**config.mk**
```make
export PLATFORM = sky130hd
export DESIGN_NAME = qrs_sqrt_pipe
export DESIGN_NICKNAME = d
export VERILOG_FILES = /design/src/rtl/qrs_pkg.sv /design/src/rtl/qrs_sqrt_pipe.sv
export SDC_FILE = /design/constraint.sdc
export NUM_CORES = 2
export LEC_CHECK = 0
export BUFFER_PORTS_ARGS = -buffer_cell sky130_fd_sc_hd__buf_2
export CAP_MARGIN = 10
export CELL_PAD_IN_SITES_DETAIL_PLACEMENT = 1
export CELL_PAD_IN_SITES_GLOBAL_PLACEMENT = 2
export CORE_MARGIN = 5
export CORE_UTILIZATION = 44
export CTS_BUF_LIST = sky130_fd_sc_hd__clkbuf_2 sky130_fd_sc_hd__clkbuf_4 sky130_fd_sc_hd__clkbuf_8
export CTS_CLUSTER_SIZE = 12
export DETAILED_ROUTE_END_ITERATION = 6
export PLACE_DENSITY = 0.9
export RECOVER_POWER = 100
export SLEW_MARGIN = 20
export SYNTH_ARGS = -nofsm -noshare
export SYNTH_HDL_FRONTEND = slang
export SYNTH_SLANG_ARGS = --single-unit
```
**constraint.sdc**
```tcl
create_clock -name clk -period 4.3 [get_ports clk]
set_clock_uncertainty 0.2 [all_clocks]
set_input_delay 0.43 -clock clk [delete_from_list [all_inputs] [get_ports clk]]
set_output_delay 0.43 -clock clk [all_outputs]
set_load 0.05 [all_outputs]
```
**src/rtl/qrs_pkg.sv**
```systemverilog
`default_nettype none
// ----------------------------------------------------------------------------
// qrs_pkg
// shared widths, status codes and pipeline tag types of the quadratic solver
// ----------------------------------------------------------------------------
package qrs_pkg;

  // square root: one result bit per stage
  localparam int SQ_STEPS = 25;
  localparam int RAD_W    = 2 * SQ_STEPS;
  localparam int ROOT_W   = SQ_STEPS;
  localparam int REM_W    = SQ_STEPS + 3;

  // divider: one quotient bit per stage
  localparam int DIV_STEPS = 34;
  localparam int DVS_W     = 17;
  localparam int DREM_W    = DVS_W + 1;

  // root status codes
  localparam logic [1:0] ST_NONE  = 2'd0;
  localparam logic [1:0] ST_ONE   = 2'd1;
  localparam logic [1:0] ST_TWO   = 2'd2;
  localparam logic [1:0] ST_AZERO = 2'd3;

  typedef struct packed {
    logic [1:0]          status;
    logic signed [24:0]  nb;
    logic signed [15:0]  a;
  } qrs_sq_tag_t;

  typedef struct packed {
    logic [1:0] status;
    logic       neg1;
    logic       neg2;
  } qrs_div_tag_t;

endpackage
`default_nettype wire

```
**src/rtl/qrs_sqrt_pipe.sv**
```systemverilog
`default_nettype none
// ----------------------------------------------------------------------------
// qrs_sqrt_pipe
// pipelined truncating integer square root, one root bit per stage
// ----------------------------------------------------------------------------
module qrs_sqrt_pipe import qrs_pkg::*; (
  input  wire logic              clk,
  input  wire logic              rst_n,
  input  wire logic              in_valid,
  input  wire logic [RAD_W-1:0]  in_rad,
  input  wire qrs_sq_tag_t       in_tag,
  output logic                   out_valid,
  output logic [ROOT_W-1:0]      out_root,
  output qrs_sq_tag_t            out_tag
);

  logic              vld_r  [0:SQ_STEPS];
  logic [RAD_W-1:0]  rad_r  [0:SQ_STEPS];
  logic [REM_W-1:0]  rem_r  [0:SQ_STEPS];
  logic [ROOT_W-1:0] root_r [0:SQ_STEPS];
  qrs_sq_tag_t       tag_r  [0:SQ_STEPS];

  // stage 0 is the input itself
  assign vld_r[0]  = in_valid;
  assign rad_r[0]  = in_rad;
  assign rem_r[0]  = '0;
  assign root_r[0] = '0;
  assign tag_r[0]  = in_tag;

  for (genvar k = 0; k < SQ_STEPS; k++) begin : g_step
    logic [REM_W-1:0]  shf;
    logic [REM_W-1:0]  trial;
    logic [REM_W-1:0]  rem_nxt;
    logic [ROOT_W-1:0] root_nxt;

    always_comb begin
      shf   = {rem_r[k][REM_W-3:0], rad_r[k][RAD_W-1 -: 2]};
      trial = {1'b0, root_r[k], 2'b01};
      if (shf >= trial) begin
        rem_nxt  = shf - trial;
        root_nxt = {root_r[k][ROOT_W-2:0], 1'b1};
      end else begin
        rem_nxt  = shf;
        root_nxt = {root_r[k][ROOT_W-2:0], 1'b0};
      end
    end

    always_ff @(posedge clk) begin
      if (!rst_n) begin
        vld_r[k+1] <= 1'b0;
      end else begin
        vld_r[k+1] <= vld_r[k];
      end
      rad_r[k+1]  <= {rad_r[k][RAD_W-3:0], 2'b00};
      rem_r[k+1]  <= rem_nxt;
      root_r[k+1] <= root_nxt;
      tag_r[k+1]  <= tag_r[k];
    end
  end

  assign out_valid = vld_r[SQ_STEPS];
  assign out_root  = root_r[SQ_STEPS];
  assign out_tag   = tag_r[SQ_STEPS];

endmodule
`default_nettype wire

```
==> results.txt <==
Detail Route Antenna Nets -> 0
Setup Viol. Count Final -> 0
Die ar. -> 183000 sq um
syn_nets -> 6921
post-synthesis mux area share -> 0.834%
first-pass GRT wire length -> 249 mm
Top FF cell, synth -> dfxtp_1
storage element area -> 52300 sq um
Worst-path clk slew -> 70 ps
reg2reg start -> g_step[22].trial[2]
adder-cell share of the synthesized area -> 5.72%
worst-margin pin slew -> 1280 ps
crit end category -> flip-flop
row count -> 153
Final Hold Violating Endpoints -> 0
compound-cell area share of the yosys netlist -> 8.27%
total setup buffers inserted after CTS -> 0
Detailed Route Iter0 Violations -> 1430
Critical Path Source Type -> flip-flop
hpwl dp -> 99.6 mm
kind of critical path -> reg -> reg
clock tree buffer depth -> 4
initial antenna violation count -> 1
fin crit share -> 91.1%
Layout area overhead -> 17.7%
total gr overflow -> 0
Max VDD drop -> 0.319 mV
Hold-fix buffers, CTS -> 193
most frequent CP cell -> o21ai_0
syn_area_per_cell -> 11.9 sq um
area of the multi-input gates -> 22300 sq um
Layout Utilization -> 52.1%
CP max-delay cell -> o21ai_0
worst path required time -> 4980 ps
CP startpoint -> g_step[22].trial[2]
vias in the first global route -> 49795
CTS Sinks -> 2614
setup_tns -> 0 ps
Pre-antenna DRT Iters -> 5
reg-to-reg setup timing slack -> 380 ps
Hold Crit Class -> reg -> reg
Die Ht -> 428 um
warnings from Yosys -> 0
starting density of the core -> 44.3%
Final #Nets -> 7598
Root Driver -> clkbuf_8
Max stage delay on crit path -> 680 ps
hold path start -> tag_r[548]
Routed wire per std cell -> 15.4 um
MaxCap Viol Count -> 0
Global Route Usage Sum -> 16.2%
commonest non-fill, non-tap cell in the layout -> dfxtp_1
crit path max fanout -> 32
Die X -> 428 um
simple logic cell fraction of the synthesized area -> 8.86%
Pleak -> 41.5 nW
Port Buffer Count -> 164
Placer Congestion -> 0.869
Seq/Total Area, Yosys -> 68.0%
Synth Register Bits -> 2614
Syn Std Cell Area -> 77000 sq um
Cell variety after synth -> 86
Relative slew margins -> 14.9%
layout cell share with drive strength beyond 1 -> 11.9%
CTS buffer count -> 406
Synth Area in XOR/XNOR -> 5.37%
most frequent cells in the layout -> dfxtp_1 (2614), clkbuf_8 (500), inv_1 (440)
largest net degree at the start of global routing -> 44
final slew viol count -> 0
FMAX -> 0.255 GHz
CTS tree -> built
ys async rst share -> 0%
WL final -> 151 mm
cts repair resizes -> 0
Syn Inst Count -> 6473
Cell Pwr Density -> 629 nW/um^2
Via-to-Cell Ratio -> 4.69
Clock Latency Late Sink -> 1050 ps
unrepaired setup endpoints after global routing -> false
num ports -> 165
Layout fillers -> 18123
core area -> 174000 sq um
post-layout min period -> 3920 ps
Post-synth EDFFs -> 0
H-tree depth -> 5
largest family of logic cells by synthesized area -> simple AND/OR/NAND/NOR gates
Worst EP arrival -> 4600 ps
DRC viols -> 0
outcome -> finished clean
Vias -> 45734
CP Cell Sequence -> inv_1, ha_1, nor2b_1, o31a_1, o41a_1, o21ai_0, o21ai_0, nor2_1, o21ai_1, buf_12, mux2_2
cells by family after synthesis:
group                    after synthesis
buffers and inverters                566
AND/OR/NAND/NOR                     1372
other                                  1
adder cells (fa/ha/maj)              352
AO/OA/AOI/OAI                       1038
XOR/XNOR                             472
multiplexers                          58
flip-flops                          2614
power breakdown:
| group | internal, mW | switching [mW] | leakage, nW |
|---|---|---|---|
| combinational | 2.99 | 3.58 | 15.0 |
| clock | 12.2 | 9.17 | 4.51 |
| sequential | 27.2 | 1.88 | 21.9 |
final timing paths:
kind	depth (start not counted)	endpoint
worst max-delay path	11	g_step[23].shf[8]
worst min-delay path	0	tag_r[505]
worst max register to register	11	g_step[23].shf[8]
worst min register to register	0	tag_r[505]
worst max-delay path: cells and delay by family (launching register included):
family          cells  cell delay (ps)
buf+inv             2              330
compound gates      5             1890
mux                 1              340
fa+ha+maj           1              340
flops               1              340
simple gates        2              310
cells in the mapped netlist (60+ instances only):
master,n,share of area (%)
a21oi_1,343,2.2
nor4_1,73,0.59
a21o_1,120,1.2
nor3_1,126,0.82
xor2_1,222,2.5
clkbuf_1,68,0.33
nor2_1,312,1.5
ha_1,352,5.7
o21ai_0,278,1.8
nand2_1,353,1.7
nand2b_1,85,0.69
xnor2_1,250,2.8
dfxtp_1,2614,68
nand3_1,90,0.58
o21a_1,60,0.58
inv_1,440,2.1
metal layers:
layer / GRT usage [%] / up-vias / routed length [um] / share of wire (%)
met5: 0 / - / 0 / 0
met4: 6.75 / 0 / 4860 / 3.2
met3: 3.49 / 326 / 5580 / 3.7
met2: 29.5 / 672 / 76900 / 51
met1: 18.4 / 21707 / 63200 / 42
li1: - / 23029 / - / -
flip-flops by register name, summed over array words and instances (netlist names):
| name | count |
|---|---|
| out_root | 25 |
| out_tag | 43 |
| vld_r | 24 |
| g_step.trial | 300 |
| rad_r | 552 |
| g_step.shf | 637 |
| out_valid | 1 |
| tag_r | 1032 |
stage by stage:
| step | hold slack (ps) | total power, mW | instance area (sq um) | setup WS, ps | instances |
|---|---|---|---|---|---|
| finish | 56.4 | 57.0 | 90600 | 383 | 9759 |
| global route | 49.4 | 60.1 | 90600 | 97.4 | 9759 |
| CTS | 49.3 | 57.7 | 90900 | 475 | 9757 |
| detailed placement | 113 | 36.0 | 80400 | 511 | 8874 |
| global placement | 109 | 35.7 | 80400 | 745 | 8874 |
| floorplan | 110 | 33.9 | 77000 | 1020 | 6473 |
final cells by class:
class / count / area share [%]
Antenna cell: 2 / 0.00552
Clock buffer: 610 / 8.51
Clock inverter: 80 / 0.873
Inverter: 441 / 1.83
Multi-Input combinational cell: 3293 / 24.7
Sequential cell: 2614 / 57.8
Tap cell: 2325 / 3.21
Timing Repair Buffer: 394 / 3.15
No activity file was read; power rests on OpenSTA's default activity.
